<file path="src/hdl/rc_pkg.sv">
`default_nettype none
// ----------------------------------------------------------------------------
// rc_pkg
// Shared types and constants of the radix converter: input and result word
// layouts, controller-to-datapath command and status bundles, and sizes.
// ----------------------------------------------------------------------------
package rc_pkg;

    localparam int ACC_WIDTH_DEF = 64;
    localparam int BASE_W        = 6;
    localparam int DIV_STEP      = 4;
    localparam int BUF_DEPTH     = 64;
    localparam int BUF_AW        = $clog2(BUF_DEPTH);
    localparam int CFG_IW        = 1;

    localparam logic [CFG_IW-1:0] REG_SOURCE_BASE = 1'b0;
    localparam logic [CFG_IW-1:0] REG_TARGET_BASE = 1'b1;

    localparam logic [BASE_W-1:0] SOURCE_BASE_RST = 6'd10;
    localparam logic [BASE_W-1:0] TARGET_BASE_RST = 6'd2;

    typedef struct packed {
        logic [7:0] in_char;
        logic       in_last;
    } t_in_item;

    typedef struct packed {
        logic [7:0] out_char;
        logic       out_error;
        logic       out_last;
    } t_out_item;

    typedef struct packed {
        logic load;
        logic eval;
        logic acc;
        logic fin;
        logic div_go;
        logic dig_wr;
        logic rd;
        logic emit;
        logic emit_err;
    } t_cmd;

    typedef struct packed {
        logic need_acc;
        logic last;
        logic fin_err;
        logic div_done;
        logic more;
        logic ptr_zero;
    } t_sts;

endpackage
`default_nettype wire

</file>
<file path="src/hdl/rc_div.sv">
`default_nettype none
// ----------------------------------------------------------------------------
// rc_div
// Iterative restoring divider of the accumulator width by a six-bit base,
// retiring DIV_STEP quotient bits per cycle.
// ----------------------------------------------------------------------------
module rc_div
    import rc_pkg::*;
#(
    parameter int ACC_WIDTH = ACC_WIDTH_DEF
) (
    input  wire logic                 i_clk,
    input  wire logic                 i_rst_n,
    input  wire logic                 i_start,
    input  wire logic [ACC_WIDTH-1:0] i_dividend,
    input  wire logic [BASE_W-1:0]    i_divisor,
    output logic                      o_done,
    output logic [ACC_WIDTH-1:0]      o_quot,
    output logic [BASE_W-1:0]         o_rem
);

    localparam int ITER = (ACC_WIDTH + DIV_STEP - 1) / DIV_STEP;
    localparam int DW   = ITER * DIV_STEP;
    localparam int CW   = $clog2(ITER + 1);

    logic [DW-1:0]     r_q, n_q;
    logic [BASE_W-1:0] r_rem, n_rem;
    logic [CW-1:0]     r_cnt;

    always_comb begin
        logic [BASE_W:0] t;
        n_q   = r_q;
        n_rem = r_rem;
        for (int k = 0; k < DIV_STEP; k++) begin
            t   = {n_rem, n_q[DW-1]};
            n_q = {n_q[DW-2:0], 1'b0};
            if (t >= {1'b0, i_divisor}) begin
                t      = t - {1'b0, i_divisor};
                n_q[0] = 1'b1;
            end
            n_rem = t[BASE_W-1:0];
        end
    end

    always_ff @(posedge i_clk) begin
        if (!i_rst_n) begin
            r_cnt <= '0;
        end else if (i_start) begin
            r_cnt <= CW'(ITER);
        end else if (r_cnt != '0) begin
            r_cnt <= r_cnt - 1'b1;
        end
    end

    always_ff @(posedge i_clk) begin
        if (i_start) begin
            r_q   <= DW'(i_dividend);
            r_rem <= '0;
        end else if (r_cnt != '0) begin
            r_q   <= n_q;
            r_rem <= n_rem;
        end
    end

    assign o_done = (r_cnt == '0);
    assign o_quot = r_q[ACC_WIDTH-1:0];
    assign o_rem  = r_rem;

endmodule
`default_nettype wire

</file>
<file path="src/hdl/rc_ctrl.sv">
`default_nettype none
// ----------------------------------------------------------------------------
// rc_ctrl
// Controller state machine: sequences character evaluation, accumulation,
// the digit-by-digit conversion and the readout of the digit buffer.
// ----------------------------------------------------------------------------
module rc_ctrl
    import rc_pkg::*;
(
    input  wire logic i_clk,
    input  wire logic i_rst_n,
    input  wire logic i_start,
    input  wire t_sts i_sts,
    output t_cmd      o_cmd,
    output logic      o_busy
);

    typedef enum logic [6:0] {
        S_IDLE = 7'b0000001,
        S_CHAR = 7'b0000010,
        S_ACC  = 7'b0000100,
        S_FIN  = 7'b0001000,
        S_DIV  = 7'b0010000,
        S_RD   = 7'b0100000,
        S_OUT  = 7'b1000000
    } t_state;

    t_state r_state, n_state;

    always_comb begin
        n_state = r_state;
        o_cmd   = '0;
        case (r_state)
            S_IDLE: begin
                if (i_start) begin
                    o_cmd.load = 1'b1;
                    n_state    = S_CHAR;
                end
            end
            S_CHAR: begin
                o_cmd.eval = 1'b1;
                if (i_sts.need_acc) begin
                    n_state = S_ACC;
                end else if (i_sts.last) begin
                    n_state = S_FIN;
                end else begin
                    n_state = S_IDLE;
                end
            end
            S_ACC: begin
                o_cmd.acc = 1'b1;
                n_state   = i_sts.last ? S_FIN : S_IDLE;
            end
            S_FIN: begin
                o_cmd.fin = 1'b1;
                if (i_sts.fin_err) begin
                    o_cmd.emit_err = 1'b1;
                    n_state        = S_IDLE;
                end else begin
                    o_cmd.div_go = 1'b1;
                    n_state      = S_DIV;
                end
            end
            S_DIV: begin
                if (i_sts.div_done) begin
                    o_cmd.dig_wr = 1'b1;
                    if (i_sts.more) begin
                        o_cmd.div_go = 1'b1;
                    end else begin
                        n_state = S_RD;
                    end
                end
            end
            S_RD: begin
                o_cmd.rd = 1'b1;
                n_state  = S_OUT;
            end
            S_OUT: begin
                o_cmd.emit = 1'b1;
                n_state    = i_sts.ptr_zero ? S_IDLE : S_RD;
            end
            default: begin
                n_state = S_IDLE;
            end
        endcase
    end

    always_ff @(posedge i_clk) begin
        if (!i_rst_n) begin
            r_state <= S_IDLE;
        end else begin
            r_state <= n_state;
        end
    end

    assign o_busy = (r_state != S_IDLE);

endmodule
`default_nettype wire

</file>
<file path="src/hdl/rc_dpath.sv">
`default_nettype none
// ----------------------------------------------------------------------------
// rc_dpath
// Datapath: base registers, character decode, multiply-accumulate with
// overflow detection, divider, digit buffer and the registered result word.
// ----------------------------------------------------------------------------
module rc_dpath
    import rc_pkg::*;
#(
    parameter int ACC_WIDTH = ACC_WIDTH_DEF
) (
    input  wire logic              i_clk,
    input  wire logic              i_rst_n,
    input  wire t_cmd              i_cmd,
    input  wire t_in_item          i_item,
    input  wire logic              i_cfg_we,
    input  wire logic [CFG_IW-1:0] i_cfg_index,
    input  wire logic [BASE_W-1:0] i_cfg_data,
    output t_sts                   o_sts,
    output logic                   o_strobe,
    output t_out_item              o_result
);

    localparam int PW = ACC_WIDTH + BASE_W;

    localparam logic [7:0] ASCII_0    = 8'h30;
    localparam logic [7:0] ASCII_9    = 8'h39;
    localparam logic [7:0] ASCII_UA   = 8'h41;
    localparam logic [7:0] ASCII_UZ   = 8'h5A;
    localparam logic [7:0] ASCII_LA   = 8'h61;
    localparam logic [7:0] ASCII_LZ   = 8'h7A;
    localparam logic [7:0] ASCII_PLUS = 8'h2B;
    localparam logic [BASE_W-1:0] MAX_BASE = 6'd36;

    // Bit 6 flags an alphanumeric character, bits 5:0 hold its digit value.
    function automatic logic [BASE_W:0] char_value(input logic [7:0] c);
        logic [7:0] d;
        d = 8'd0;
        if (c >= ASCII_0 && c <= ASCII_9) begin
            d = c - ASCII_0;
            return {1'b1, d[BASE_W-1:0]};
        end else if (c >= ASCII_LA && c <= ASCII_LZ) begin
            d = c - ASCII_LA + 8'd10;
            return {1'b1, d[BASE_W-1:0]};
        end else if (c >= ASCII_UA && c <= ASCII_UZ) begin
            d = c - ASCII_UA + 8'd10;
            return {1'b1, d[BASE_W-1:0]};
        end
        return '0;
    endfunction

    logic [BASE_W-1:0]    r_sb, r_tb;
    logic [7:0]           r_char;
    logic                 r_last;
    logic [ACC_WIDTH-1:0] r_acc;
    logic                 r_sign, r_err, r_cnz;
    logic [PW-1:0]        r_prod;
    logic [BASE_W-1:0]    r_v;
    logic [BUF_AW-1:0]    r_wa, r_ptr;
    logic [BASE_W-1:0]    r_mem [BUF_DEPTH];
    logic [BASE_W-1:0]    r_rd;
    logic                 r_strobe;
    t_out_item            r_res;

    logic                 bases_ok, nz, is_plus, dig_ok, need_acc;
    logic [BASE_W:0]      cv;
    logic [PW-1:0]        sum;
    logic                 div_done;
    logic [ACC_WIDTH-1:0] quot;
    logic [BASE_W-1:0]    rem;
    logic [7:0]           dig_char;

    assign bases_ok = (r_tb >= 6'd2) && (r_tb <= r_sb) && (r_sb <= MAX_BASE);
    assign nz       = (r_char != 8'd0);
    assign is_plus  = (r_char == ASCII_PLUS);
    assign cv       = char_value(r_char);
    assign dig_ok   = cv[BASE_W] && (cv[BASE_W-1:0] < r_sb);
    assign need_acc = nz && bases_ok && !(is_plus && r_sign) && dig_ok && !r_err;
    assign sum      = r_prod + PW'(r_v);

    always_ff @(posedge i_clk) begin
        if (!i_rst_n) begin
            r_sb <= SOURCE_BASE_RST;
            r_tb <= TARGET_BASE_RST;
        end else if (i_cfg_we) begin
            case (i_cfg_index)
                REG_SOURCE_BASE: r_sb <= i_cfg_data;
                REG_TARGET_BASE: r_tb <= i_cfg_data;
                default: begin
                end
            endcase
        end
    end

    always_ff @(posedge i_clk) begin
        if (!i_rst_n) begin
            r_acc  <= '0;
            r_sign <= 1'b1;
            r_err  <= 1'b0;
            r_cnz  <= 1'b0;
            r_wa   <= '0;
            r_ptr  <= '0;
        end else if (i_cmd.fin) begin
            r_acc  <= '0;
            r_sign <= 1'b1;
            r_err  <= 1'b0;
            r_cnz  <= 1'b0;
            r_wa   <= '0;
        end else if (i_cmd.eval) begin
            if (nz) begin
                r_cnz  <= 1'b1;
                r_sign <= 1'b0;
                if (!bases_ok) begin
                    r_err <= 1'b1;
                end else if (!(is_plus && r_sign) && !dig_ok) begin
                    r_err <= 1'b1;
                end
            end
        end else if (i_cmd.acc) begin
            if (sum[PW-1:ACC_WIDTH] != '0) begin
                r_err <= 1'b1;
            end else begin
                r_acc <= sum[ACC_WIDTH-1:0];
            end
        end else if (i_cmd.dig_wr) begin
            r_ptr <= r_wa;
            r_wa  <= r_wa + 1'b1;
        end else if (i_cmd.emit) begin
            r_ptr <= r_ptr - 1'b1;
        end
    end

    always_ff @(posedge i_clk) begin
        if (i_cmd.load) begin
            r_char <= i_item.in_char;
            r_last <= i_item.in_last;
        end
        if (i_cmd.eval) begin
            r_prod <= PW'(r_acc) * PW'(r_sb);
            r_v    <= cv[BASE_W-1:0];
        end
    end

    rc_div #(
        .ACC_WIDTH(ACC_WIDTH)
    ) u_div (
        .i_clk     (i_clk),
        .i_rst_n   (i_rst_n),
        .i_start   (i_cmd.div_go),
        .i_dividend(i_cmd.fin ? r_acc : quot),
        .i_divisor (r_tb),
        .o_done    (div_done),
        .o_quot    (quot),
        .o_rem     (rem)
    );

    always_ff @(posedge i_clk) begin
        if (i_cmd.dig_wr) begin
            r_mem[r_wa] <= rem;
        end
        if (i_cmd.rd) begin
            r_rd <= r_mem[r_ptr];
        end
    end

    assign dig_char = (r_rd < 6'd10) ? (ASCII_0 + 8'(r_rd))
                                     : (ASCII_UA + 8'(r_rd) - 8'd10);

    always_ff @(posedge i_clk) begin
        if (!i_rst_n) begin
            r_strobe <= 1'b0;
        end else begin
            r_strobe <= i_cmd.emit || i_cmd.emit_err;
        end
    end

    always_ff @(posedge i_clk) begin
        if (i_cmd.emit_err) begin
            r_res <= '{out_char: 8'd0, out_error: 1'b1, out_last: 1'b1};
        end else if (i_cmd.emit) begin
            r_res <= '{out_char: dig_char, out_error: 1'b0, out_last: (r_ptr == '0)};
        end
    end

    assign o_sts.need_acc = need_acc;
    assign o_sts.last     = r_last;
    assign o_sts.fin_err  = r_err || !r_cnz || !bases_ok;
    assign o_sts.div_done = div_done;
    assign o_sts.more     = (quot != '0) && (r_wa != '1);
    assign o_sts.ptr_zero = (r_ptr == '0);
    assign o_strobe       = r_strobe;
    assign o_result       = r_res;

endmodule
`default_nettype wire

</file>
<file path="src/hdl/radix_converter.sv">
`default_nettype none
// ----------------------------------------------------------------------------
// radix_converter
// Each character is loaded and evaluated, then folded into the accumulator when it is accepted as a digit.
// On the last character, the shared divider produces each output digit by one
// division; the digits are then read back out of the digit buffer.
// The error word is raised from the finalize state after the last character.
// The receiver cannot stall; each word is shown for one cycle on o_strobe.
// Reset is synchronous: control clears, bases return to 10 and 2.
// ----------------------------------------------------------------------------
module radix_converter
    import rc_pkg::*;
#(
    parameter int ACC_WIDTH = ACC_WIDTH_DEF
) (
    input  wire logic              i_clk,
    input  wire logic              i_rst_n,
    input  wire logic              start,
    output logic                   busy,
    input  wire t_in_item          i_item,
    output logic                   o_strobe,
    output t_out_item              o_result,
    input  wire logic              i_cfg_valid,
    output logic                   o_cfg_ready,
    input  wire logic [CFG_IW-1:0] i_cfg_index,
    input  wire logic [BASE_W-1:0] i_cfg_data
);

    t_cmd cmd;
    t_sts sts;

    assign o_cfg_ready = !busy;

    rc_ctrl u_ctrl (
        .i_clk  (i_clk),
        .i_rst_n(i_rst_n),
        .i_start(start),
        .i_sts  (sts),
        .o_cmd  (cmd),
        .o_busy (busy)
    );

    rc_dpath #(
        .ACC_WIDTH(ACC_WIDTH)
    ) u_dpath (
        .i_clk      (i_clk),
        .i_rst_n    (i_rst_n),
        .i_cmd      (cmd),
        .i_item     (i_item),
        .i_cfg_we   (i_cfg_valid && o_cfg_ready),
        .i_cfg_index(i_cfg_index),
        .i_cfg_data (i_cfg_data),
        .o_sts      (sts),
        .o_strobe   (o_strobe),
        .o_result   (o_result)
    );

`ifndef SYNTHESIS
    a_busy_after_accept: assert property (@(posedge i_clk) disable iff (!i_rst_n)
        start && !busy |=> busy)
        else $error("accepted word did not raise busy");

    a_error_word_shape: assert property (@(posedge i_clk) disable iff (!i_rst_n)
        o_strobe && o_result.out_error |-> o_result.out_last && o_result.out_char == 8'd0)
        else $error("error word is not a lone final word");

    a_gap_after_last: assert property (@(posedge i_clk) disable iff (!i_rst_n)
        o_strobe && o_result.out_last |=> !o_strobe)
        else $error("word emitted right after the final word");
`endif

endmodule
`default_nettype wire
</file>
<file path="config.mk">
export PLATFORM = sky130hd
export DESIGN_NAME = radix_converter
export DESIGN_NICKNAME = d
export VERILOG_FILES = /design/src/hdl/rc_pkg.sv /design/src/hdl/rc_div.sv /design/src/hdl/rc_ctrl.sv /design/src/hdl/rc_dpath.sv /design/src/hdl/radix_converter.sv
export SDC_FILE = /design/constraint.sdc
export NUM_CORES = 2
export LEC_CHECK = 0
export BUFFER_PORTS_ARGS = -buffer_cell sky130_fd_sc_hd__buf_2
export CAP_MARGIN = 20
export CORE_MARGIN = 5
export CORE_UTILIZATION = 60
export CTS_CLUSTER_SIZE = 30
export DETAILED_ROUTE_END_ITERATION = 7
export GPL_TIMING_DRIVEN = 1
export PLACE_DENSITY = 0.76
export SETUP_SLACK_MARGIN = 0.3
export SKIP_LAST_GASP = 1
export SLEW_MARGIN = 15
export SYNTH_ARGS = -nofsm -noshare
export SYNTH_HDL_FRONTEND = slang
export SYNTH_SLANG_ARGS = --single-unit
</file>
<file path="constraint.sdc">
create_clock -name i_clk -period 27.6 [get_ports i_clk]
set_clock_uncertainty 0.2 [all_clocks]
set_input_delay 4.14 -clock i_clk [delete_from_list [all_inputs] [get_ports i_clk]]
set_output_delay 4.14 -clock i_clk [all_outputs]
set_load 0.005 [all_outputs]
</file>
==> results.txt <==
* Run status: completed
- Routability-driven placement finished with a final weighted congestion of 0.903.
- TritonCTS built the clock tree.
* Synth warnings: 0
* Core Region: 0.0669 sq mm
- Worst-skew pair later-pin latency: 630 ps
- Met2 routed WL: 46.5 mm
- In this run the core area contains 95 standard-cell rows.
- Synthesis inferred 658 register bits.
- Count leader, synth: nand2_1
- Endpoint required time on the critical path: 27770 ps
- Number of hold buffers added after cts: 0
* Largest fanout on the critical path: 67
- The via count of the first global-routing pass was 27535.
* Crit end category: flop
- Number of clock sinks: 658
- After detailed routing, the average wire length per cell comes to 20.9 um.
- Once the clock tree was built, the resizer swapped 0 gates to a different size.
* Launching element type of the critical path: flop
- The cell sitting at the root of the clock tree is a clkbuf_16.
* DRC: 0
- Synth Area in Simple Gates: 13.2%
- The first global-routing pass estimated 151 mm of wire.
- Total grt overflow: 0
- Highest metal layer used by the detailed router: met4
- Final net count: 3902
- 0 antenna diodes ended up in the layout.
* Power, Total: 3.10 mW
- By area, the combinational part of the netlist is dominated by adder cells.
- Netlist cell types: 81
- The post-route netlist has 9.28% of its cells at a drive strength greater than 1.
- At the worst endpoint, the arrival time is 10170 ps.
* Post-synthesis cell count: 3580
* Vias after detailed routing: 26599
- The synthesized netlist devotes 16.8% of its cell area to adder and majority cells.
- The synthesized design devotes to its leading area cell type 40.1% of total area.
* Initial standard-cell utilization of the core: 60.3%
* Complex-gate fraction of the synthesized area: 7.49%
- Leakage power summed over all cells: 17.0 nW
- In the post-route analysis, the smallest setup slack over all paths is 17600 ps.
- Normalized max-slew margin: 34.0%
- Counting instances, the worst hold path has a depth of 1.
* TritonCTS buffer count: 68
- Class of the most critical setup path: reg2reg
- During placement, the flow inserted port buffers numbering 31.
- Clk pin slew, worst setup/hold paths: 60 ps
* Depth of the worst register-to-register path: 35
- Maximum number of pins on one net before global-route repair: 92
- Summing every instance area after synthesis gives 0.0404 sq mm.
* Number of top-level pins: 33
- Growth of design area from synthesis to finish: 6.94%
- Setup TNS: 0 ps
- Horizontal die dimension: 269 um
- After synthesis, the share of cell area in mux cells is 7.72%.
- Sequential cell area fraction in the yosys report: 46.0%
* Length of routed wiring on met1: 36.6 mm
* Mean Syn Cell Area: 11.3 sq um
* DR vias/cell: 6.02
* Unrepaired setup endpoints after global routing: no
* Top post-synthesis cells by count: nand2_1, edfxtp_1, inv_1, fa_1, nor2_1
- The die covers 0.0726 sq mm.
* Area leader, netlist: edfxtp_1
- For this run, the share of the core covered by cells in the final layout is 64.5%.
* Post-CTS setup repair buffer count: 0
- The H-tree was split into 3 levels.
- Endpoints failing setup: 0
- In the synthesized netlist the dominant register cell turns out to be edfxtp_1.
- The detailed router finished its first iteration with 2095 violations.
* Number of antenna violations at the first check in global routing: 0
- Static timing analysis puts the maximum clock frequency at 100 MHz.
* Final period utilization: 36.2%
* Async set-or-reset flop fraction in the synthesized netlist: 0%
- In this design, the critical path's most frequently occurring cell is o21ai_0.
- Count of pins over their slew limit: 0
- Worst slack at placement: 17610 ps
- Number of nets still failing antenna checks after routing: 0
- Number of max-cap violations: 0
* HPWL reported at the end of detailed placement: 64.7 mm
* Die Ht: 269 um
- On the worst path, the slowest cell contributes a delay of 750 ps.
- Slew @ Worst Pin: 990 ps
* Top post-synthesis cells by area: edfxtp_1, fa_1, nand2_1
- The first TritonRoute pass finished after 5 iterations.
- The routed design uses 5.35 mm of met3 wire.
- Hold WC Path Type: reg2reg
- Clk buf depth: 3
- Total routing resource utilization after global routing: 25.9%
- The slowest stage of the critical path belongs to the cell mux2i_1.
* Largest vdd supply drop: 0.135 mV
* Xor/xnor share of the synthesized area: 3.34%
* Total Routed Length: 92.3 mm
* Syn Nets: 3991
- In this run the power density over the cells is 71.7 mW/mm^2.
- The smallest clock period supported by the final layout is computed as 10000 ps.
- The number of hold violations in the final report came to 0.
- The synthesized design contains 539 enable-type register cells.
final cells by class:
type | instances | area [sq um]
Fill cell | 4994 | 23700
Sequential cell | 658 | 18600
Multi-Input combinational cell | 2391 | 19700
Clock buffer | 88 | 1810
Timing Repair Buffer | 56 | 360
Inverter | 316 | 1190
Clock inverter | 35 | 457
Tap cell | 873 | 1090
report_power, final:
part / leakage [nW] / internal (mW) / total (mW) / switching (mW)
clock: 1.09 / 0.529 / 0.926 / 0.397
combinational: 9.99 / 0.334 / 0.811 / 0.477
sequential: 5.88 / 1.27 / 1.36 / 0.0860
worst max-delay path, delay by kind of cell, from the launching register on:
family | cells | cell delay (ps)
AOI/OAI and AO/OA | 20 | 4810
muxes | 3 | 1600
DFF | 1 | 310
and+or+nand+nor | 5 | 810
adders and majority gates | 4 | 1280
buffers and inverters | 3 | 720
per-layer routing:
metal | GRT usage (%) | vias up
li1 | - | 12190
met1 | 33.3 | 13220
met2 | 44.9 | 938
met3 | 3.59 | 251
met4 | 10.2 | 0
met5 | 0 | -
state kept, by name, indices dropped and copies added, names as in the netlist, 7 cells and up:
| name | flops |
|---|---|
| u_dpath.r_acc | 64 |
| u_dpath.r_char | 8 |
| u_dpath.o_result | 9 |
| u_dpath.r_mem | 384 |
| u_dpath.u_div.o_quot | 64 |
| u_dpath.r_prod | 70 |
| u_ctrl.r_state | 7 |
through the flow:
step | instance area [sq um] | hold slack [ps] | std cells
finish | 43200 | 255 | 4417
global route | 43200 | 280 | 4417
global placement | 40900 | 229 | 4291
CTS | 43100 | 262 | 4414
detailed placement | 40900 | 237 | 4291
floorplan | 40400 | 226 | 3580
final timing paths:
check | from | slack [ps] | to
worst max-delay path | u_dpath.u_div.o_rem[0] | 17600 | u_dpath.u_div.o_quot[0]
worst min-delay path | u_dpath.r_sign | 260 | u_dpath.r_sign
worst max register to register | u_dpath.u_div.o_rem[0] | 17600 | u_dpath.u_div.o_quot[0]
worst min register to register | u_dpath.r_sign | 260 | u_dpath.r_sign
cell families (layout without fill, tap and decap cells):
| kind of cell | count (synthesis) | count (layout) |
|---|---|---|
| flip-flops | 658 | 658 |
| multiplexers | 171 | 171 |
| AND/OR/NAND/NOR | 1219 | 1219 |
| other | 1 | 1 |
| adder cells (fa/ha/maj) | 391 | 391 |
| AO/OA/AOI/OAI | 455 | 455 |
| buffers and inverters | 531 | 495 |
| XOR/XNOR | 154 | 154 |
cells in the final DEF, fill, tap and decap left out, types with 11 or more instances in the layout:
cell type,instances
nand2_1,673
edfxtp_1,539
inv_1,316
fa_1,254
nor2_1,251
ha_1,137
a21oi_1,128
mux4_2,111
dfxtp_1,104
xnor2_1,90
o21ai_0,73
clkbuf_16,68
xor2_1,64
a211oi_1,59
a21o_1,57
mux2i_1,46
nand3_1,41
and2_1,37
nand4_1,35
buf_2,32
and3_1,31
nor2b_1,30
nor3_1,24
buf_4,23
nor4_1,21
o21bai_1,18
clkbuf_1,17
or3_1,16
a31oi_1,14
mux2_2,14
o21a_1,14
clkinv_2,11
Note: power is estimated with default switching activity, not from simulation.
